<file path="config.mk">
export PLATFORM = sky130hd
export DESIGN_NAME = cbe_out_skid
export DESIGN_NICKNAME = d
export VERILOG_FILES = /design/src/hw/rtl/cbe_pkg.sv /design/src/hw/rtl/cbe_out_skid.sv
export SDC_FILE = /design/constraint.sdc
export NUM_CORES = 1
export LEC_CHECK = 0
export ABC_AREA = 1
export BUFFER_PORTS_ARGS = -buffer_cell sky130_fd_sc_hd__buf_2
export CORE_MARGIN = 3
export CORE_UTILIZATION = 50
export CTS_CLUSTER_SIZE = 25
export DETAILED_ROUTE_END_ITERATION = 8
export GPL_ROUTABILITY_DRIVEN = 0
export PLACE_DENSITY = 0.81
export SLEW_MARGIN = 25
export SYNTH_ARGS = -nofsm -noshare
export SYNTH_HDL_FRONTEND = slang
export SYNTH_SLANG_ARGS = --single-unit
</file>
<file path="constraint.sdc">
create_clock -name clk -period 2.6 [get_ports clk]
set_clock_uncertainty 0.2 [all_clocks]
set_input_delay 0 -clock clk [delete_from_list [all_inputs] [get_ports clk]]
set_output_delay 0 -clock clk [all_outputs]
set_load 0.02 [all_outputs]
</file>
<file path="src/hw/rtl/cbe_pkg.sv">
// Shared constants, types and helpers for the cubic Bezier easing block.
// No dependencies; every other file in hw/rtl imports this package.
`default_nettype none

package cbe_pkg;

  localparam int CBE_ITERATIONS = 24;
  localparam int CBE_FRAC_BITS  = 24;

  localparam int PROGRESS_W  = 17;
  localparam int CTRL_X_W    = 17;
  localparam int CTRL_Y_W    = 19;
  localparam int EASED_W     = 19;
  localparam int CFG_INDEX_W = 8;
  localparam int CFG_DATA_W  = 19;
  localparam int IN_TDATA_W  = 24;
  localparam int OUT_TDATA_W = 24;

  typedef logic signed [CTRL_Y_W-1:0] ctrl_t;
  typedef logic signed [EASED_W-1:0]  eased_t;

  localparam logic [CFG_INDEX_W-1:0] REG_X_CTRL_FIRST  = 8'd0;
  localparam logic [CFG_INDEX_W-1:0] REG_Y_CTRL_FIRST  = 8'd1;
  localparam logic [CFG_INDEX_W-1:0] REG_X_CTRL_SECOND = 8'd2;
  localparam logic [CFG_INDEX_W-1:0] REG_Y_CTRL_SECOND = 8'd3;

  localparam logic [CTRL_X_W-1:0] X_CTRL_FIRST_RESET  = 17'd32768;
  localparam ctrl_t               Y_CTRL_FIRST_RESET  = 19'sd3277;
  localparam logic [CTRL_X_W-1:0] X_CTRL_SECOND_RESET = 17'd13107;
  localparam ctrl_t               Y_CTRL_SECOND_RESET = 19'sd65536;

  localparam eased_t EASED_ONE  = 19'sd65536;
  localparam eased_t EASED_ZERO = 19'sd0;
  localparam eased_t EASED_MAX  = 19'sh3FFFF;
  localparam eased_t EASED_MIN  = 19'sh40000;
  localparam int     EASED_MAX_I = 262143;
  localparam int     EASED_MIN_I = -262144;

  // Width of an exact curve coordinate in Q.(F+16), with sign and headroom.
  function automatic int cbe_sum_w(input int frac_bits);
    return frac_bits + 24;
  endfunction

endpackage

`default_nettype wire

</file>
<file path="src/hw/rtl/cbe_out_skid.sv">
// Output register with one skid entry, decoupling the pipeline from the receiver.
// Uses cbe_pkg for the result type only.
`default_nettype none

module cbe_out_skid import cbe_pkg::*; (
  input  wire logic   clk,
  input  wire logic   rst,
  input  wire logic   in_valid,
  input  wire eased_t in_data,
  output logic        advance,
  output logic        out_valid,
  input  wire logic   out_ready,
  output eased_t      out_data
);

  logic   skid_valid;
  eased_t skid_data;
  logic   out_free;

  // The pipeline moves only while the skid entry is empty, so an item leaving
  // the last stage always has a place to land.
  assign advance  = !skid_valid;
  assign out_free = !out_valid || out_ready;

  always_ff @(posedge clk) begin
    if (rst) begin
      out_valid  <= 1'b0;
      skid_valid <= 1'b0;
    end else if (skid_valid) begin
      if (out_free) begin
        out_data   <= skid_data;
        out_valid  <= 1'b1;
        skid_valid <= 1'b0;
      end
    end else if (in_valid) begin
      if (out_free) begin
        out_data  <= in_data;
        out_valid <= 1'b1;
      end else begin
        skid_data  <= in_data;
        skid_valid <= 1'b1;
      end
    end else if (out_ready) begin
      out_valid <= 1'b0;
    end
  end

endmodule

`default_nettype wire

</file>
==> metrics.md, run 1 <==
| Metric | Value |
|---|---|
| Row count | 19 |
| Synth async-reset ratio | 0% |
| Number of diodes | 0 |
| Switching part of the total | 21.1% |
| Most common cell in the netlist | nand2_1 |
| Die Y | 60.8 um |
| HP Class | input pin to flop |
| Final core area utilization | 73.1% |
| CTS max path bufs | 2 |
| Area leader, netlist | edfxtp_1 |
| Sink Count | 40 |
| Pin count of the biggest net entering global routing | 21 |
| Max Fclk | 537 MHz |
| Netlist Area Pre-Place | 1500 um2 |
| Root Buffer | clkbuf_4 |
| DR vias/cell | 4.83 |
| Setup WS pre-CTS | 854 ps |
| Outcome | complete, no violations |
| Antenna violations before repair | 0 |
| Simple-Gate Fraction of Synth Area | 16.3% |
| Post-synthesis xor/xnor area fraction | 0% |
| WS Path Type | flop to flop |
| TritonCTS buffer count | 5 |
| Post-synth EDFFs | 38 |
| Wirelength per Cell | 13.7 um |
| All-Layer GR Usage | 18.5% |
| Mapped Cells | 113 |
| Syn avg cell area | 13.3 um2 |
| Power share of the combinational group | 9.9% |
| Routed wire length | 3.01 mm |
| Via count | 1057 |
| Largest stage delay on the critical path | 580 ps |
| Syn-to-layout area delta | 36.8% |
| Max Slew Vio Count | 0 |
| H-tree depth | 2 |
| Die W | 60.8 um |
| Worst slew pin tran | 451 ps |
| Hold violation count in the final report | 0 |
| Register share of total power | 58.7% |
| CTS tree | done |
| Mapped Nets | 136 |
| Yosys cell types | 10 |
| Main combinational cell family by area after synthesis | simple AND/OR/NAND/NOR gates |
| Synth area leaders | edfxtp_1 76%, nand2_1 15%, dfxtp_1 2.7% |
| Final worst slack | 736 ps |
| Total of max-cap violations | 0 |
| CP endpoint kind | flop |
| Routed Antenna Nets | 0 |
| Synth warn | 0 |
| Cell Int Power | 0.989 mW |
| Crit path launch type | flop |
| Power Total | 1.25 mW |
| Top cells by count, synth | 59 x nand2_1, 38 x edfxtp_1, 4 x inv_1, 3 x buf_6, 3 x nor2_1 |
| Share of layout cells above drive strength 1 | 30.3% |
| # Post-CTS Setup Buffers | 0 |
| First-pass detailed-route iteration total | 4 |
| Crit path max fanout | 11 |
| Port buffer count | 43 |
| Pwr dens | 611 nW/um2 |
| Clock power frac | 31.3% |
| Final min period | 1860 ps |
| Grt total ovfl | 0 |
| Starting Density | 53.4% |
| Core area | 2810 um2 |
| Clock Latency Late Sink | 340 ps |
| CP cell instances | o21ai_0 -> nand2_1 -> dlygate4sd3_1 |
| CP bufs+invs | 1 |
| Slowest CP cell | dlygate4sd3_1 |
| Worst Path Arrival | 1900 ps |
| Worst Path Required | 2630 ps |
| Clk pin slew, worst setup/hold paths | 110 ps |
| 1st-iter DRT viols | 30 |
| Residual DRC | 0 |
| Switching pwr | 0.265 mW |
| Top cell type's share of synthesized area | 76.1% |
| DPL Wire Length | 1.88 mm |
| Lkg Pwr | 0.900 nW |
| Setup_tns | 0 ps |
| RSZ-0062 raised after global routing | false |
| CP delay by family, top | buffers and inverters |
| Layout Nets | 210 |
| Compound-Gate Fraction of Synth Area | 0.334% |
| Vias in the first global route | 1086 |
| Die ar. | 3690 um2 |
| Peak VDD IR | 545 uV |
| Post-cts repair resize count | 0 |
| Adder-cell share of the synthesized area | 0% |
| Main flop type after synthesis | edfxtp_1 |
| FF+latch count, synth | 40 |
| Global-route wire length before repair | 4.73 mm |
| Slew Limit Headroom | 69.6% |
| Final Cycle Share | 71.7% |
| Seq/Total Area, Yosys | 78.8% |
| Mux contribution to synthesized area | 0% |
| Setup-failing EPs final | 0 |
| I/O pins | 44 |
## power groups by stage
stage                     Clock, mW  Sequential, mW  Combinational (mW)
after detailed placement          0           0.751              0.0953
after global placement            0           0.750              0.0912
after CTS                     0.405           0.736               0.123
final                         0.393           0.736               0.124
after floorplan                   0           0.771              0.0324
after global routing          0.427           0.738               0.137
## flip-flops by register name (all words and copies together), names as in the netlist
| name | count |
|---|---|
| out_data | 19 |
| skid_data | 19 |
| out_valid | 1 |
| skid_valid | 1 |
## logic make-up after synthesis
group / count (synthesis)
compound gates: 1
flops: 40
buf+inv: 8
simple gates: 64
## routing by layer
| metal | vias up | track usage (%) | part of all wire, % |
|---|---|---|---|
| met5 | - | 0 | 0 |
| li1 | 518 | - | - |
| met1 | 485 | 21.6 | 37 |
| met4 | 0 | 11.5 | 3.7 |
| met2 | 44 | 30.8 | 54 |
| met3 | 10 | 4.47 | 5.6 |
## timing repair
action,in CTS,in global routing
hold endpoints to repair,48,0
hold buffers,24,0
endpoints found under the setup margin,0,0
## stage by stage
step                instances  area, um2  hold WS, ps
floorplan                 113       1500         -101
global placement          187       1730        -5.79
detailed placement        187       1730        -6.56
CTS                       219       2050          165
global route              219       2050          167
finish                    219       2050          176
## cells in the final DEF, fill, tap and decap left out, drive strengths merged
master        n
edfxtp       38
o21ai         1
nor2          3
inv           4
clkinv        1
dfxtp         2
clkbuf        6
bufinv        1
dlygate4sd3  24
nand3         1
nand2        60
buf          47
## path summary, 6_finish.rpt
path / slack (ps) / endpoint / start / cells after the start
worst max register to register: 740 / out_valid / skid_valid / 3
worst min register to register: 330 / out_data[5] / skid_data[5] / 2
worst max-delay path: 740 / out_valid / skid_valid / 3
worst min-delay path: 180 / skid_data[13] / in_data[13] / 2
## area by class of cell
cell class / instances / area [um2]
sequential: 40 / 1180
fill: 193 / 754
timing repair buffer: 71 / 485
multi-input combinational: 65 / 254
clock buffer: 6 / 41.3
tap: 31 / 38.8
clock inverter: 2 / 35.0
inverter: 4 / 15.0
Note: power is estimated with default switching activity, not from simulation.
==> inputs of run 2 (changes only) <==
Settings changed: CORE_UTILIZATION 50 to 45, PLACE_DENSITY 0.81 to 0.77.
Clock period 2.6 ns to 1.6 ns, I/O delays scaled along.
==> run 2 against run 1 <==
Against the previous run: register-to-register slack lost 620 ps; power is 63% higher; highest routed layer unchanged; sequential share of layout area is 1.2 points lower; via count fell by 1.7%; worst setup slack got worse by 650 ps; clock power rose by 62%; non-clock buffer count unchanged; utilization fell by 5.5 points; combinational power grew 68%; critical endpoint is now advance; final cell count increased by 5.9%.
==> metrics.md, run 2 (synthesis gave the netlist of run 1 again) <==
| Metric | Value |
|---|---|
| Outcome | complete, no violations |
| HP Class | input pin to flop |
| Routed wire length | 2.85 mm |
| Final worst slack | 85.6 ps |
| Setup_tns | 0 ps |
| Largest regs | out_data: 19 flops, skid_data: 19 flops |
| Final min period | 1510 ps |
| Reg2reg setup slack | 120 ps |
| Hold path start | in_data[17] |
| Setup-failing EPs final | 0 |
| Die W | 63.7 um |
| Wirelength per Cell | 12.3 um |
| Peak VDD IR | 540 uV |
| Largest stage delay on the critical path | 350 ps |
| TritonCTS buffer count | 5 |
| Setup WS pre-CTS | 43.1 ps |
| Pin count of the biggest net entering global routing | 21 |
| Via count | 1039 |
| Die Y | 63.7 um |
| CP cell instances | buf_8 -> inv_1 -> buf_6 -> buf_2 |
| 1st-iter DRT viols | 22 |
| Worst Path Arrival | 1310 ps |
| Max Slew Vio Count | 0 |
| All-Layer GR Usage | 15.9% |
| Most common cell after layout, fill and taps aside | nand2_1 |
| Lkg Pwr | 0.904 nW |
| Port buffer count | 43 |
| Grt total ovfl | 0 |
| CTS tree | done |
| WS Path Type | flop to output pin |
| DPL Wire Length | 1.82 mm |
| Global-route wire length before repair | 4.78 mm |
| Most frequent cells in the layout | 59 x nand2_1, 43 x buf_2, 38 x edfxtp_1 |
| Antenna violations before repair | 0 |
| Hold depth | 2 |
| Hold endpoint | skid_data[17] |
| I/O pins | 44 |
| Reg2Reg Depth | 3 |
| H-tree depth | 2 |
| Worst Setup SP | skid_valid |
| Clock Latency Late Sink | 340 ps |
| Origin of the critical flop-to-flop path | skid_valid |
| FF-to-FF End | out_data[17] |
| Sink Count | 40 |
| Crit path launch type | flop |
| Total of max-cap violations | 0 |
| Number of diodes | 0 |
| Max Fclk | 660 MHz |
| Slew Limit Headroom | 66.3% |
| Crit path max fanout | 20 |
| Routed Antenna Nets | 0 |
| Worst Path Required | 1400 ps |
| Vias in the first global route | 1070 |
| RSZ-0062 raised after global routing | false |
| Core area | 3100 um2 |
| Final Cycle Share | 94.6% |
| Row count | 20 |
| Worst slew pin tran | 500 ps |
| Layout Nets | 210 |
| Syn-to-layout area delta | 39.9% |
| Slowest CP cell | dfxtp_2 |
| Pwr dens | 973 nW/um2 |
| Starting Density | 48.3% |
| Root Buffer | clkbuf_4 |
| Hold violation count in the final report | 0 |
| DR vias/cell | 4.48 |
| Die ar. | 4060 um2 |
| Residual DRC | 0 |
| Share of layout cells above drive strength 1 | 31.9% |
| # fillers | 233 |
| CP endpoint kind | output pin |
| First-pass detailed-route iteration total | 4 |
| CTS max path bufs | 2 |
| Clk pin slew, worst setup/hold paths | 110 ps |
-- run 2: final cells by class --
class	count	area (um2)	area share (%)
Clock inverter	2	35.0	1.67
Multi-Input combinational cell	65	264	12.6
Sequential cell	40	1180	56.4
Tap cell	44	55.1	2.63
Timing Repair Buffer	71	504	24.0
Inverter	4	15.0	0.716
Clock buffer	6	41.3	1.97
-- run 2: layer usage --
metal	vias up	share of wire (%)	global-route usage, %
met2	29	54	29.2
met3	8	4.6	3.74
met5	-	0	0
li1	522	-	-
met4	0	2.6	8.89
met1	480	39	16.4
-- run 2: what timing repair did --
action	in CTS	in global routing
setup endpoints to repair	20	1
hold buffers	22	0
setup buffers	2	0
endpoints found under the hold margin	40	0
pin swaps	1	0
resized for setup	1	3
-- run 2: worst max path at each step --
| stage | cells after the start | slack [ps] | endpoint |
|---|---|---|---|
| 2_1_floorplan | 2 | 90 | skid_data[0] |
| 3_3_place_gp | 2 | 130 | out_data[0] |
| 3_5_place_dp | 2 | 40 | out_data[9] |
| 4_1_cts | 4 | 20 | advance |
| 5_1_grt | 4 | 1 | advance |
| 6_report | 4 | 90 | advance |
-- run 2: through the flow --
stage | hold slack, ps | cell area (um2) | utilization, % | power, mW | instances
after global routing | 156 | 2100 | 67.6 | 2.12 | 232
after global placement | -4.89 | 1770 | 57.1 | 1.37 | 200
after CTS | 166 | 2090 | 67.3 | 2.05 | 232
final | 177 | 2100 | 67.6 | 2.04 | 232
after floorplan | -101 | 1510 | - | 1.31 | 113
after detailed placement | -5.27 | 1770 | 57.1 | 1.38 | 200
-- run 2: report_power, final --
part	internal, mW	switching [mW]
clock network	0.328	0.310
logic	0.0970	0.111
registers	1.19	0.00840
total	1.61	0.429
-- run 2: critical path, delay by kind of cell, from the launching register on --
family / cells / cell delay (ps)
DFF: 1 / 350
buffers and inverters: 4 / 610
